==> src/hw/rtl/bdfa_pkg.sv <==
// Package for the boundary-descriptor fit allocator.
// Holds sizes, block-table entry and cell control types, and codes.
// No dependencies.
package bdfa_pkg;

  localparam int unsigned MAX_BLOCKS   = 16;
  localparam int unsigned HEADER_BYTES = 24;
  localparam int unsigned ADDR_BITS    = 20;

  localparam int unsigned LEN_BITS     = ADDR_BITS + 1;
  localparam int unsigned END_BITS     = ADDR_BITS + 2;
  localparam int unsigned POS_BITS     = (MAX_BLOCKS > 1) ? $clog2(MAX_BLOCKS) : 1;
  localparam int unsigned CNT_BITS     = $clog2(MAX_BLOCKS + 1);
  localparam int unsigned CFG_IDX_BITS = 2;
  localparam int unsigned POOL_BITS    = 20;
  localparam int unsigned FIT_BITS     = 2;
  localparam int unsigned STATUS_BITS  = 2;

  localparam logic [POOL_BITS-1:0] POOL_RESET = POOL_BITS'(65536);

  typedef enum logic [CFG_IDX_BITS-1:0] {
    REG_POOL_BYTES = 2'd0,
    REG_FIT_MODE   = 2'd1
  } cfg_reg_e;

  typedef enum logic [FIT_BITS-1:0] {
    FIT_FIRST = 2'd0,
    FIT_BEST  = 2'd1,
    FIT_WORST = 2'd2
  } fit_mode_e;

  typedef enum logic {
    OP_ALLOC = 1'b0,
    OP_FREE  = 1'b1
  } opcode_e;

  typedef enum logic [STATUS_BITS-1:0] {
    STATUS_OK        = 2'd0,
    STATUS_NOMEM     = 2'd1,
    STATUS_NOT_OWNED = 2'd2
  } status_e;

  typedef enum logic [1:0] {
    CELL_HOLD,
    CELL_ROTATE,
    CELL_INSERT,
    CELL_DELETE
  } cell_op_e;

  typedef enum logic [1:0] {
    ST_IDLE,
    ST_SCAN,
    ST_COMMIT
  } ctrl_state_e;

  typedef struct packed {
    logic [ADDR_BITS-1:0] start;
    logic [LEN_BITS-1:0]  len;
  } entry_t;

  typedef struct packed {
    cell_op_e            op;
    logic [POS_BITS-1:0] pos;
    entry_t              ins;
  } cell_ctrl_t;

endpackage

==> src/hw/rtl/bdfa_req_if.sv <==
// Request channel of the allocator: opcode, request size, offset to free.
// Depends on bdfa_pkg.
interface bdfa_req_if;
  import bdfa_pkg::*;

  logic                 valid;
  logic                 ready;
  logic                 opcode;
  logic [ADDR_BITS-1:0] request_bytes;
  logic [ADDR_BITS-1:0] free_offset;

  modport source (output valid, opcode, request_bytes, free_offset, input ready);
  modport sink   (input valid, opcode, request_bytes, free_offset, output ready);
endinterface

==> src/hw/rtl/bdfa_rsp_if.sv <==
// Response channel of the allocator: status and user offset.
// Depends on bdfa_pkg.
interface bdfa_rsp_if;
  import bdfa_pkg::*;

  logic                   valid;
  logic                   ready;
  logic [STATUS_BITS-1:0] status;
  logic [ADDR_BITS-1:0]   user_offset;

  modport source (output valid, status, user_offset, input ready);
  modport sink   (input valid, status, user_offset, output ready);
endinterface

==> src/hw/rtl/bdfa_cfg_if.sv <==
// Configuration write channel of the allocator: register index and data.
// Depends on bdfa_pkg.
interface bdfa_cfg_if;
  import bdfa_pkg::*;

  logic                    valid;
  logic                    ready;
  logic [CFG_IDX_BITS-1:0] reg_index;
  logic [POOL_BITS-1:0]    wdata;

  modport source (output valid, reg_index, wdata, input ready);
  modport sink   (input valid, reg_index, wdata, output ready);
endinterface

==> src/hw/rtl/bdfa_cell.sv <==
// One block-table cell: holds one entry, rotates, inserts or deletes
// through its neighbors. Depends on bdfa_pkg.
module bdfa_cell (
  input  logic                          clk_i,
  input  logic [bdfa_pkg::POS_BITS-1:0] idx_i,
  input  bdfa_pkg::cell_ctrl_t          ctrl_i,
  input  bdfa_pkg::entry_t              prev_i,
  input  bdfa_pkg::entry_t              next_i,
  output bdfa_pkg::entry_t              entry_o
);
  import bdfa_pkg::*;

  entry_t entry_q, entry_d;

  always_comb begin
    entry_d = entry_q;
    unique case (ctrl_i.op)
      CELL_HOLD:   entry_d = entry_q;
      CELL_ROTATE: entry_d = next_i;
      CELL_INSERT: begin
        if (idx_i == ctrl_i.pos) begin
          entry_d = ctrl_i.ins;
        end else if (idx_i > ctrl_i.pos) begin
          entry_d = prev_i;
        end
      end
      CELL_DELETE: begin
        if (idx_i >= ctrl_i.pos) begin
          entry_d = next_i;
        end
      end
      default: entry_d = entry_q;
    endcase
  end

  always_ff @(posedge clk_i) begin
    entry_q <= entry_d;
  end

  assign entry_o = entry_q;

endmodule

==> src/hw/rtl/bdfa_ctrl.sv <==
// Sequencer of the allocator: gap scan over the rotating cell row, fit
// choice, free lookup, commit and response register. Depends on bdfa_pkg.
module bdfa_ctrl (
  input  logic                           clk_i,
  input  logic                           rst_ni,
  bdfa_req_if.sink                       req_i,
  bdfa_rsp_if.source                     rsp_o,
  input  logic [bdfa_pkg::POOL_BITS-1:0] pool_i,
  input  logic [bdfa_pkg::FIT_BITS-1:0]  fit_i,
  input  bdfa_pkg::entry_t               head_i,
  output bdfa_pkg::cell_ctrl_t           cell_ctrl_o
);
  import bdfa_pkg::*;

  ctrl_state_e state_q, state_d;

  logic [CNT_BITS-1:0]    step_q, step_d;
  logic [CNT_BITS-1:0]    live_q, live_d;
  logic                   op_q, op_d;
  logic [LEN_BITS-1:0]    need_q, need_d;
  logic [ADDR_BITS-1:0]   off_q, off_d;
  logic                   found_q, found_d;
  logic [END_BITS-1:0]    best_q, best_d;
  logic [END_BITS-1:0]    at_q, at_d;
  logic [END_BITS-1:0]    prev_end_q, prev_end_d;
  logic [POS_BITS-1:0]    pos_q, pos_d;
  logic                   rsp_valid_q, rsp_valid_d;
  logic [STATUS_BITS-1:0] rsp_status_q, rsp_status_d;
  logic [ADDR_BITS-1:0]   rsp_off_q, rsp_off_d;

  logic                 req_fire;
  logic                 table_full;
  logic                 last_step;
  logic                 commit_go;
  logic                 live_step;
  logic                 consider;
  logic [END_BITS-1:0]  region;
  logic [END_BITS-1:0]  gap_end;
  logic [END_BITS-1:0]  gap;
  logic [END_BITS-1:0]  head_end;
  logic [ADDR_BITS-1:0] head_tag;
  logic                 fits;
  logic                 take;
  logic                 match;

  assign req_fire   = req_i.valid && req_i.ready;
  assign table_full = (live_q == CNT_BITS'(MAX_BLOCKS));
  assign last_step  = (step_q == CNT_BITS'(MAX_BLOCKS - 1));
  assign commit_go  = (state_q == ST_COMMIT) && (!rsp_valid_q || rsp_o.ready);

  assign live_step = (step_q < live_q);
  assign consider  = (step_q <= live_q);
  assign region    = END_BITS'(pool_i) + END_BITS'(HEADER_BYTES);
  assign gap_end   = live_step ? END_BITS'(head_i.start) : region;
  assign gap       = (gap_end > prev_end_q) ? (gap_end - prev_end_q) : '0;
  assign head_end  = END_BITS'(head_i.start) + END_BITS'(head_i.len);
  assign head_tag  = head_i.start + ADDR_BITS'(HEADER_BYTES);
  assign fits      = consider && (gap >= END_BITS'(need_q));
  assign match     = live_step && (head_tag == off_q);

  always_comb begin
    if (fit_i == FIT_BEST) begin
      take = !found_q || (gap < best_q);
    end else if (fit_i == FIT_WORST) begin
      take = !found_q || (gap > best_q);
    end else begin
      take = !found_q;
    end
  end

  // next state
  always_comb begin
    state_d = state_q;
    unique case (state_q)
      ST_IDLE: begin
        if (req_fire) begin
          state_d = (req_i.opcode == OP_ALLOC && table_full) ? ST_COMMIT : ST_SCAN;
        end
      end
      ST_SCAN: begin
        if (last_step) begin
          state_d = ST_COMMIT;
        end
      end
      ST_COMMIT: begin
        if (commit_go) begin
          state_d = ST_IDLE;
        end
      end
      default: state_d = ST_IDLE;
    endcase
  end

  // datapath and cell control
  always_comb begin
    step_d       = step_q;
    live_d       = live_q;
    op_d         = op_q;
    need_d       = need_q;
    off_d        = off_q;
    found_d      = found_q;
    best_d       = best_q;
    at_d         = at_q;
    prev_end_d   = prev_end_q;
    pos_d        = pos_q;
    rsp_status_d = rsp_status_q;
    rsp_off_d    = rsp_off_q;
    rsp_valid_d  = rsp_valid_q && !rsp_o.ready;

    cell_ctrl_o.op        = CELL_HOLD;
    cell_ctrl_o.pos       = pos_q;
    cell_ctrl_o.ins.start = at_q[ADDR_BITS-1:0];
    cell_ctrl_o.ins.len   = need_q;

    unique case (state_q)
      ST_IDLE: begin
        if (req_fire) begin
          op_d       = req_i.opcode;
          need_d     = LEN_BITS'(req_i.request_bytes) + LEN_BITS'(HEADER_BYTES);
          off_d      = req_i.free_offset;
          found_d    = 1'b0;
          best_d     = '0;
          at_d       = '0;
          prev_end_d = '0;
          step_d     = '0;
        end
      end
      ST_SCAN: begin
        cell_ctrl_o.op = CELL_ROTATE;
        if (op_q == OP_ALLOC) begin
          if (fits && take) begin
            found_d = 1'b1;
            best_d  = gap;
            at_d    = prev_end_q;
            pos_d   = step_q[POS_BITS-1:0];
          end
        end else if (match && !found_q) begin
          found_d = 1'b1;
          pos_d   = step_q[POS_BITS-1:0];
        end
        if (live_step) begin
          prev_end_d = head_end;
        end
        step_d = step_q + CNT_BITS'(1);
      end
      ST_COMMIT: begin
        if (commit_go) begin
          rsp_valid_d = 1'b1;
          rsp_off_d   = '0;
          if (op_q == OP_ALLOC) begin
            if (found_q) begin
              cell_ctrl_o.op = CELL_INSERT;
              live_d         = live_q + CNT_BITS'(1);
              rsp_status_d   = STATUS_BITS'(STATUS_OK);
              rsp_off_d      = at_q[ADDR_BITS-1:0] + ADDR_BITS'(HEADER_BYTES);
            end else begin
              rsp_status_d = STATUS_BITS'(STATUS_NOMEM);
            end
          end else begin
            if (found_q) begin
              cell_ctrl_o.op = CELL_DELETE;
              live_d         = live_q - CNT_BITS'(1);
              rsp_status_d   = STATUS_BITS'(STATUS_OK);
            end else begin
              rsp_status_d = STATUS_BITS'(STATUS_NOT_OWNED);
            end
          end
        end
      end
      default: cell_ctrl_o.op = CELL_HOLD;
    endcase
  end

  always_ff @(posedge clk_i or negedge rst_ni) begin
    if (!rst_ni) begin
      state_q     <= ST_IDLE;
      live_q      <= '0;
      step_q      <= '0;
      rsp_valid_q <= 1'b0;
    end else begin
      state_q     <= state_d;
      live_q      <= live_d;
      step_q      <= step_d;
      rsp_valid_q <= rsp_valid_d;
    end
  end

  always_ff @(posedge clk_i) begin
    op_q         <= op_d;
    need_q       <= need_d;
    off_q        <= off_d;
    found_q      <= found_d;
    best_q       <= best_d;
    at_q         <= at_d;
    prev_end_q   <= prev_end_d;
    pos_q        <= pos_d;
    rsp_status_q <= rsp_status_d;
    rsp_off_q    <= rsp_off_d;
  end

  assign req_i.ready       = (state_q == ST_IDLE);
  assign rsp_o.valid       = rsp_valid_q;
  assign rsp_o.status      = rsp_status_q;
  assign rsp_o.user_offset = rsp_off_q;

  a_live_bound: assert property (@(posedge clk_i) disable iff (!rst_ni)
    live_q <= CNT_BITS'(MAX_BLOCKS))
    else $error("live count above table size");

  a_scan_step: assert property (@(posedge clk_i) disable iff (!rst_ni)
    (state_q == ST_SCAN && !last_step) |=> (step_q == $past(step_q) + CNT_BITS'(1)))
    else $error("scan step did not advance");

  a_err_zero: assert property (@(posedge clk_i) disable iff (!rst_ni)
    (rsp_valid_q && rsp_status_q != STATUS_BITS'(STATUS_OK)) |-> (rsp_off_q == '0))
    else $error("error response with nonzero offset");

  a_busy: assert property (@(posedge clk_i) disable iff (!rst_ni)
    req_fire |=> (state_q != ST_IDLE))
    else $error("accepted transaction not processed");

endmodule

==> src/hw/rtl/boundary_descriptor_fit_allocator.sv <==
// Boundary-descriptor fit allocator: sorted block table in a row of cells.
// Allocate and free go through accept, scan (the row rotates once past
// the scanner) and commit, which waits for the response slot; a new
// transaction is taken only after the commit. A full-table allocate skips
// the scan. Reset clears the live count and loads config defaults; the
// table is not reset. Uses bdfa_pkg, bdfa_*_if, bdfa_cell, bdfa_ctrl.
module boundary_descriptor_fit_allocator (
  input logic        clk_i,
  input logic        rst_ni,
  bdfa_req_if.sink   req_i,
  bdfa_rsp_if.source rsp_o,
  bdfa_cfg_if.sink   cfg_i
);
  import bdfa_pkg::*;

  logic [POOL_BITS-1:0] pool_q;
  logic [FIT_BITS-1:0]  fit_q;
  cell_ctrl_t           cell_ctrl;
  entry_t               entries [MAX_BLOCKS];

  assign cfg_i.ready = 1'b1;

  always_ff @(posedge clk_i or negedge rst_ni) begin
    if (!rst_ni) begin
      pool_q <= POOL_RESET;
      fit_q  <= FIT_BITS'(FIT_FIRST);
    end else if (cfg_i.valid && cfg_i.ready) begin
      unique case (cfg_i.reg_index)
        REG_POOL_BYTES: pool_q <= cfg_i.wdata;
        REG_FIT_MODE:   fit_q  <= cfg_i.wdata[FIT_BITS-1:0];
        default: ;
      endcase
    end
  end

  for (genvar g = 0; g < MAX_BLOCKS; g++) begin : g_cell
    bdfa_cell u_cell (
      .clk_i   (clk_i),
      .idx_i   (POS_BITS'(g)),
      .ctrl_i  (cell_ctrl),
      .prev_i  (entries[(g == 0) ? 0 : g - 1]),
      .next_i  (entries[(g == MAX_BLOCKS - 1) ? 0 : g + 1]),
      .entry_o (entries[g])
    );
  end

  bdfa_ctrl u_ctrl (
    .clk_i       (clk_i),
    .rst_ni      (rst_ni),
    .req_i       (req_i),
    .rsp_o       (rsp_o),
    .pool_i      (pool_q),
    .fit_i       (fit_q),
    .head_i      (entries[0]),
    .cell_ctrl_o (cell_ctrl)
  );

endmodule
==> src/flat_wrapper.sv <==
// flat-port wrapper written by rule: the top's interface ports become plain ports
module boundary_descriptor_fit_allocator_flat import bdfa_pkg::*;
  (clk_i, rst_ni, req_i_valid, req_i_opcode, req_i_request_bytes, req_i_free_offset, req_i_ready, rsp_o_valid, rsp_o_status, rsp_o_user_offset, rsp_o_ready, cfg_i_valid, cfg_i_reg_index, cfg_i_wdata, cfg_i_ready);
  bdfa_req_if req_i_i ();
  bdfa_rsp_if rsp_o_i ();
  bdfa_cfg_if cfg_i_i ();
  input logic clk_i;
  input logic rst_ni;
  input wire logic [$bits(req_i_i.valid)-1:0] req_i_valid;
  input wire logic [$bits(req_i_i.opcode)-1:0] req_i_opcode;
  input wire logic [$bits(req_i_i.request_bytes)-1:0] req_i_request_bytes;
  input wire logic [$bits(req_i_i.free_offset)-1:0] req_i_free_offset;
  output wire logic [$bits(req_i_i.ready)-1:0] req_i_ready;
  output wire logic [$bits(rsp_o_i.valid)-1:0] rsp_o_valid;
  output wire logic [$bits(rsp_o_i.status)-1:0] rsp_o_status;
  output wire logic [$bits(rsp_o_i.user_offset)-1:0] rsp_o_user_offset;
  input wire logic [$bits(rsp_o_i.ready)-1:0] rsp_o_ready;
  input wire logic [$bits(cfg_i_i.valid)-1:0] cfg_i_valid;
  input wire logic [$bits(cfg_i_i.reg_index)-1:0] cfg_i_reg_index;
  input wire logic [$bits(cfg_i_i.wdata)-1:0] cfg_i_wdata;
  output wire logic [$bits(cfg_i_i.ready)-1:0] cfg_i_ready;
  assign req_i_i.valid = req_i_valid;
  assign req_i_i.opcode = req_i_opcode;
  assign req_i_i.request_bytes = req_i_request_bytes;
  assign req_i_i.free_offset = req_i_free_offset;
  assign req_i_ready = req_i_i.ready;
  assign rsp_o_valid = rsp_o_i.valid;
  assign rsp_o_status = rsp_o_i.status;
  assign rsp_o_user_offset = rsp_o_i.user_offset;
  assign rsp_o_i.ready = rsp_o_ready;
  assign cfg_i_i.valid = cfg_i_valid;
  assign cfg_i_i.reg_index = cfg_i_reg_index;
  assign cfg_i_i.wdata = cfg_i_wdata;
  assign cfg_i_ready = cfg_i_i.ready;
  boundary_descriptor_fit_allocator u_core (.clk_i(clk_i), .rst_ni(rst_ni), .req_i(req_i_i), .rsp_o(rsp_o_i), .cfg_i(cfg_i_i));
endmodule
==> config.mk <==
export PLATFORM = sky130hd
export DESIGN_NAME = boundary_descriptor_fit_allocator_flat
export DESIGN_NICKNAME = d
export VERILOG_FILES = /design/src/hw/rtl/bdfa_pkg.sv /design/src/hw/rtl/bdfa_req_if.sv /design/src/hw/rtl/bdfa_rsp_if.sv /design/src/hw/rtl/bdfa_cfg_if.sv /design/src/hw/rtl/bdfa_cell.sv /design/src/hw/rtl/bdfa_ctrl.sv /design/src/hw/rtl/boundary_descriptor_fit_allocator.sv /design/src/flat_wrapper.sv
export SDC_FILE = /design/constraint.sdc
export NUM_CORES = 2
export LEC_CHECK = 0
export BUFFER_PORTS_ARGS = -buffer_cell sky130_fd_sc_hd__buf_2
export CAP_MARGIN = 20
export CORE_MARGIN = 3
export CORE_UTILIZATION = 68
export CTS_BUF_LIST = sky130_fd_sc_hd__clkbuf_16
export DETAILED_ROUTE_END_ITERATION = 6
export GPL_ROUTABILITY_DRIVEN = 0
export PLACE_DENSITY = 0.87
export SLEW_MARGIN = 10
export SYNTH_ARGS = -nofsm -noshare
export SYNTH_HDL_FRONTEND = slang
export SYNTH_SLANG_ARGS = --single-unit
==> constraint.sdc <==
create_clock -name clk_i -period 13.7 [get_ports clk_i]
set_input_delay 0.685 -clock clk_i [delete_from_list [all_inputs] [get_ports clk_i]]
set_output_delay 0.685 -clock clk_i [all_outputs]
set_load 0.1 [all_outputs]
**Yosys cells after proc, flatten, opt, wreduce, memory -nomap -nowiden**

Cells that the tools add are included.

- Bits in registers: 824
- Bits in latches: 0
- Bits in writable memories: 0
- ROM bits: 0
- Input bits: 68
- Output and inout bits: 25
- Word-level logic and storage cells: 316
- Memories kept: 0

- Add/sub/neg operators: 9
- Multipliers: 0
- Divide/modulo/power cells: 0
- $lt $le $gt $ge: 37
- Equal/unequal tests: 67
- Shifts and indexed selects: 0
- Muxes and demuxes: 104
- Bitwise gates (word level): 3
- Reductions and logical operators: 48

Operators by type and width:

| operator | count |
|---|---|
| $pmux 41 s3 | 16 |
| $mux 41 | 47 |
| $mux 22 | 5 |
| $pmux 22 s2 | 2 |
| $reduce_and 3->1 | 20 |
| $ne 3x3->1 const B | 17 |
| $ne 2x2->1 const B | 22 |
| $add 20x5->21 const B | 2 |
| $add 20x5->20 const B | 2 |
| $mux 20 | 2 |
| $pmux 20 s2 | 1 |
| $eq 4x4->1 const A | 8 |
| $ge 4x4->1 const A | 8 |
| $gt 4x4->1 const A | 8 |
| $add 20x21->22 | 1 |
| $ge 22x21->1 | 1 |
| $gt 21x22->1 | 1 |
| $gt 22x22->1 | 1 |
| $lt 22x22->1 | 1 |
| $sub 21x22->22 | 1 |
| $mux 21 | 1 |
| $eq 20x20->1 | 1 |
| $mux 2 | 10 |
| $mux 5 | 4 |
| 34 further kinds | 86 |

**Longest topological paths before layout**

- Depth in word-level cells: 12
- Mapped depth: 29
- Gate-level depth less buffers: 26

**Cells and area by module**

A second synthesis with hierarchy kept.

- Cells, all modules: 4,193
- Area total of the unflattened synthesis: 46,415.8 sq um

Modules (own cells, without submodules):

| module | times used | cells an instance | area an instance (sq um) |
|---|---|---|---|
| bdfa_cell | 16 | 192 | 2,205.9 |
| bdfa_ctrl | 1 | 1,070 | 10,258.6 |
| boundary_descriptor_fit_allocator | 1 | 51 | 863.3 |

**Least setup slack after synthesis**

OpenSTA, ideal clock, no wires.

- Path kind: register -> register
- Start: register u_core.u_ctrl.live_q[1]
- End: register u_core.u_ctrl.at_q[0], enable pin
- Library setup time: 0.455 ns
- Data arrival time: 7.720 ns
- Required time: 13.245 ns
- Path slack: 5.524 ns
- Cell stages (with the launch flop): 27
- Period minus slack after synthesis: 8.176 ns
- Cells stage by stage: dfrtp_1 > inv_1 > ha_1 > nor2b_1 > o21ai_0 > nand2b_1 > a221oi_1 > clkbuf_1 > mux2_2 > ha_1 > o21a_1 > o31a_1 > or4_4 > a211o_1 > a31o_2 > a21oi_1 > xor2_1 > nor2_1 > ha_1 > nand4_1 > inv_1 > a221oi_1 > o21ai_0 > a21oi_1 > mux2i_1 > a2111o_1 > a21oi_1

- Cells in the longest elaborated chain, start to end: 11
- Elaborated cells between the ends (all ways): 17
- Those cells by class: add/sub: 1; order compare: 6; eq/ne: 1; mux: 4; reduce/logical: 5

Ends and longest elaborated chain:

| element | RTL line | RTL |
|---|---|---|
| start, declared | bdfa_ctrl.sv:18 | `logic [CNT_BITS-1:0] live_q, live_d;` |
| start signal, assigned | bdfa_ctrl.sv:182 | `live_q <= live_d;` |
| $lt 5x5->1 (*) | bdfa_ctrl.sv:51 | `assign live_step = (step_q < live_q);` |
| $mux 21 (*) | bdfa_ctrl.sv:54 | `assign gap_end = live_step ? END_BITS'(head_i.start) : region;` |
| $sub 21x22->22 or $gt 21x22->1 (tied branches) | bdfa_ctrl.sv:55 | `assign gap = (gap_end > prev_end_q) ? (gap_end - prev_end_q) : '0;` |
| $mux 22 (*) | bdfa_ctrl.sv:55 |  |
| net u_core.u_ctrl.gap[15] | bdfa_ctrl.sv:39 | `logic [END_BITS-1:0] gap;` |
| $gt 22x22->1 | bdfa_ctrl.sv:65 | `take = !found_q \|\| (gap > best_q);` |
| $logic_or 1x1->1 | bdfa_ctrl.sv:65 |  |
| $mux 1 | bdfa_ctrl.sv:64 | `end else if (fit_i == FIT_WORST) begin` |
| $mux 1 | bdfa_ctrl.sv:62 | `if (fit_i == FIT_BEST) begin` |
| $logic_and 1x1->1 (*) | bdfa_ctrl.sv:131 | `if (fits && take) begin` |
| $ne 2x2->1 (no line) (*) | n/a |  |
| $reduce_and 4->1 (no line) (*) | n/a |  |
| end signal, assigned | bdfa_ctrl.sv:194 | `at_q <= at_d;` |
| end, declared | bdfa_ctrl.sv:24 | `logic [END_BITS-1:0] at_q, at_d;` |

Mark *: on every way through the listed nets, which the timed path passes. The rest lies on a longest branch.
A chain may end at the register's enable or synchronous reset.

**Worst setup path after layout**

- Start: register u_core.u_ctrl.live_q[1]
- End: register u_core.u_ctrl.best_q[0], enable pin

- Cells in the longest elaborated chain, start to end: 11
- Elaborated cells between the ends (all ways): 17
- Those cells by class: add/sub: 1; order compare: 6; eq/ne: 1; mux: 4; reduce/logical: 5

Ends and longest elaborated chain:

| element | RTL line | RTL |
|---|---|---|
| $lt 5x5->1 (*) | bdfa_ctrl.sv:51 |  |
| $mux 21 (*) | bdfa_ctrl.sv:54 |  |
| $sub 21x22->22 or $gt 21x22->1 (tied branches) | bdfa_ctrl.sv:55 |  |
| $mux 22 (*) | bdfa_ctrl.sv:55 |  |
| net u_core.u_ctrl.gap[20] | bdfa_ctrl.sv:39 |  |
| $gt 22x22->1 | bdfa_ctrl.sv:65 |  |
| $logic_or 1x1->1 | bdfa_ctrl.sv:65 |  |
| $mux 1 | bdfa_ctrl.sv:64 |  |
| $mux 1 | bdfa_ctrl.sv:62 |  |
| $logic_and 1x1->1 (*) | bdfa_ctrl.sv:131 |  |
| $ne 2x2->1 (no line) (*) | n/a |  |
| $reduce_and 4->1 (no line) (*) | n/a |  |
| end signal, assigned | bdfa_ctrl.sv:193 | `best_q <= best_d;` |
| end, declared | bdfa_ctrl.sv:23 | `logic [END_BITS-1:0] best_q, best_d;` |

Marks and branches as above.

==> flow_metrics.tcl <==
set metrics [dict create \
    status "completed" \
    fin_util_pct 75.1 \
    final_layout_size_suffix_gt1_share_pct 8.90 \
    async_flop_share_pct 4.25 \
    cp.required_ns 13.99 \
    highest_layer "met5" \
    postCtsResizedCells 0 \
    arrival_ns 7.82 \
    p_int_uw 6480 \
    p_sw_uw 4260 \
    antenna_found_initial 4 \
    placedCellCount 4818 \
    p_total_uw 10700 \
    synth_area_mm2 0.0440 \
    clkLatencyLatePin_ns 0.65 \
    slew_headroom_pct 23.3 \
    io_buffers 91 \
    powerDensity_mw_per_mm2 225 \
    swShare_pct 39.7 \
    drt_iter0_drc 5337 \
    cts_max_path_buffers 3 \
    critPathTopFamily "compound AO/OA/AOI/OAI gates" \
    period_share_pct 55.0 \
    finClkSkew_ns 0.0229 \
    ff2ff_path_depth 25 \
    combPwrFrac_pct 34.5 \
    dr_wl_met3_mm 17.0 \
    rows 92 \
    rsz0062_at_grt "no" \
    avgSynthCellArea_um2 10.6 \
    grt_pass1_vias 31896 \
    report.final.slew_viol_count 0 \
    dieArea_mm2 0.0678 \
    vias_per_cell 6.75 \
    synth_ff_type "edfxtp_1" \
    via_count 33543 \
    grt-ovfl-total 0 \
    vdd_drop_max_mv 0.166 \
    cap_violations 0 \
    drc 0 \
    crit_fanout 41 \
    p_clk_share_pct 20.8 \
    fin_crit_ns 7.53 \
    design_area_mm2 0.0477 \
    r2r_slack_ns 6.17 \
    critPathLaunchType "flop" \
    fin_tns_setup_ns 0 \
    cts_setup_buffers 0 \
    path_buf_inv 3 \
    drt_pass1_iterations 7 \
    chipHeight_um 260 \
    slowest_delay_ns 0.52 \
    grt_max_degree 321 \
    synth_cell_type_count 84 \
    synth_seq_cells 824 \
    timing.rr.start "u_core.u_ctrl.live_q[1]" \
    place_hpwl_mm 75.3 \
    wl_per_cell_um 25.7 \
    cpMostUsedCell "ha_1" \
    nets 4230 \
    timing.rr.end "u_core.u_ctrl.best_q[0]" \
    io_pins 93 \
    cts_tree "done" \
    p_leak_uw 0.0185 \
    setup_viol 0 \
    start_util_pct 69.2 \
    tightest_slew_ns 1.15 \
    syn_to_final_growth_pct 8.43 \
    route.met2.wl_mm 56.5 \
    fp.dieW_um 260 \
    clkTransAtPathRegs_ns 0.06 \
    cpMaxStageDelayCell "nor4_1" \
    syn-instance-count 4134 \
    cts_made_buffers 83 \
    place_area_mm2 0.0451 \
    fin_cells 4973 \
    end_kind "flop" \
    cts_root_buf "clkbuf_16" \
    seq_power_share_pct 44.7 \
    yosys_warnings 0 \
    numClockSinks 824 \
    hold_path.class "in -> async" \
    max_freq_mhz 133 \
    met1Wirelength_mm 45.5 \
    fillerInstances 4012 \
    drtAntennaViolNets 0 \
    timing_worst_setup_path_type "reg -> reg" \
    core_mm2 0.0635 \
    synth_nets 4306 \
    cts-htree-levels 3 \
    drt_wl_total_mm 128 \
    hold_viol 0 \
    postCtsHoldBufs 0 \
    synth-seq-area-share_pct 55.9 \
    grt_util_all_layers_pct 37.2 \
    grt_pass1_wl_mm 190 \
    synth_edf_count 789 \
]
-- placed cells by master, fill, tap and decap left out, types with 5 or more instances in the layout --
master     count
buf_2         91
mux2_2        39
a21o_1        20
o21a_1         8
clkinv_2      15
nand4_1       25
xor2_1        47
dfrtp_1       34
nor2_4         5
o21ai_1       28
nand3_1       30
and2_1        21
nor2_1       226
clkinv_1      25
a211oi_1      17
nor3_1        19
buf_4         61
edfxtp_1     789
o21bai_1       5
and3_1        28
nand2b_1      18
clkbuf_16     87
o21ai_0      675
or2_2          6
o31ai_1        6
ha_1         101
nor2b_1        9
xnor2_1       51
nor4_1         7
o211ai_1       5
inv_1        114
mux2i_1      508
bufinv_16      5
nand2_1      726
a21oi_1      157
-- worst register-to-register path: cells and delay by family, from the launching register on --
kind / cells / cell delay, ns
AO/OA/AOI/OAI: 9 / 2.45
XOR/XNOR: 1 / 0.22
adder cells (fa/ha/maj): 3 / 0.98
buffers and inverters: 3 / 0.95
flip-flops: 1 / 0.39
multiplexers: 2 / 0.54
AND/OR/NAND/NOR: 7 / 1.63
-- final cells by class --
cell class	instances	area (um^2)	area share, %
flip-flops and latches	824	24600	51.5
clock buffers	87	2180	4.56
repair buffers	156	985	2.06
clock inverters	64	447	0.937
well taps	846	1060	2.22
multi-input cells	2888	18100	37.9
inverters	105	394	0.826
diodes	3	7.51	0.0157
-- state kept, by name, summed over array words and instances (netlist names), 4 cells and up --
signal and cells:
u_core.g_cell.u_cell.entry_o 656, u_core.u_ctrl.best_q 22, u_core.u_ctrl.prev_end_q 22, u_core.u_ctrl.need_q 21, u_core.pool_q 20, u_core.u_ctrl.at_q 20, u_core.u_ctrl.off_q 20, u_core.u_ctrl.rsp_o.user_offset 20
u_core.u_ctrl.live_q 5, u_core.u_ctrl.step_q 5, u_core.u_ctrl.pos_q 4
-- power by group through the flow --
stage	logic [uW]	registers, uW	clock network (uW)
finish	3700	4800	2230
global route	3960	4870	2340
CTS	3580	4750	2240
detailed placement	3510	4780	0
global placement	3360	4740	0
floorplan	2390	4590	0
-- worst max path at each step --
stage / startpoint / to / slack, ns / depth (start not counted)
after floorplan: u_core.u_ctrl.live_q[1] / u_core.u_ctrl.at_q[0] / 5.52 / 26
after global placement: u_core.u_ctrl.live_q[1] / u_core.u_ctrl.best_q[1] / 6.51 / 26
after detailed placement: u_core.u_ctrl.live_q[1] / u_core.u_ctrl.at_q[0] / 6.15 / 26
after CTS: u_core.u_ctrl.live_q[1] / u_core.u_ctrl.best_q[4] / 6.12 / 26
after global routing: u_core.u_ctrl.live_q[1] / u_core.u_ctrl.best_q[5] / 5.77 / 25
final: u_core.u_ctrl.live_q[1] / u_core.u_ctrl.best_q[0] / 6.17 / 25
-- stage by stage --
stage | setup WS, ns | hold WS (ns)
final | 6.17 | 0.141
after global routing | 5.77 | 0.192
after CTS | 6.12 | 0.135
after detailed placement | 6.15 | 0.509
after global placement | 6.51 | 0.490
after floorplan | 5.52 | 0.389
-- cells in the mapped netlist, types with 4 or more instances --
cell type | count | share of area (%)
nor2_1 | 232 | 2.0
a31oi_1 | 7 | 0.10
nand3_1 | 31 | 0.35
clkbuf_1 | 294 | 2.5
xnor2_1 | 51 | 1.0
inv_1 | 103 | 0.88
o211ai_1 | 5 | 0.085
buf_1 | 16 | 0.14
a211oi_1 | 17 | 0.29
nor4_1 | 7 | 0.10
o21ai_1 | 28 | 0.32
nand2b_1 | 18 | 0.26
and3_1 | 29 | 0.41
o21a_1 | 10 | 0.17
a21o_1 | 20 | 0.34
dfrtp_1 | 34 | 1.9
and4_1 | 4 | 0.080
nor2b_1 | 11 | 0.16
and2_1 | 22 | 0.31
nand4_1 | 25 | 0.36
o21bai_1 | 6 | 0.10
o21ai_0 | 675 | 7.7
or3_1 | 4 | 0.057
mux2_2 | 39 | 1.0
nand3b_1 | 4 | 0.068
mux2i_1 | 508 | 12
o31ai_1 | 6 | 0.10
nand2_1 | 727 | 6.2
or2_2 | 7 | 0.10
a21oi_1 | 161 | 1.8
nor3_1 | 22 | 0.25
a31o_2 | 4 | 0.080
ha_1 | 101 | 2.9
edfxtp_1 | 789 | 54
xor2_1 | 47 | 0.94
-- logic make-up after synthesis --
logic type	synth area share [%]
multiplexers	12.6
AO/OA/AOI/OAI	11.9
flip-flops	55.9
buffers and inverters	3.67
adder cells (fa/ha/maj)	3.01
AND/OR/NAND/NOR	11.0
XOR/XNOR	1.95
other	0.00853
-- per-layer routing --
metal	GRT usage, %	up-vias
li1	-	14704
met1	48.1	15783
met2	56.4	2477
met3	10.3	571
met4	22.4	8
met5	0	-
No activity file was read; power rests on OpenSTA's default activity.
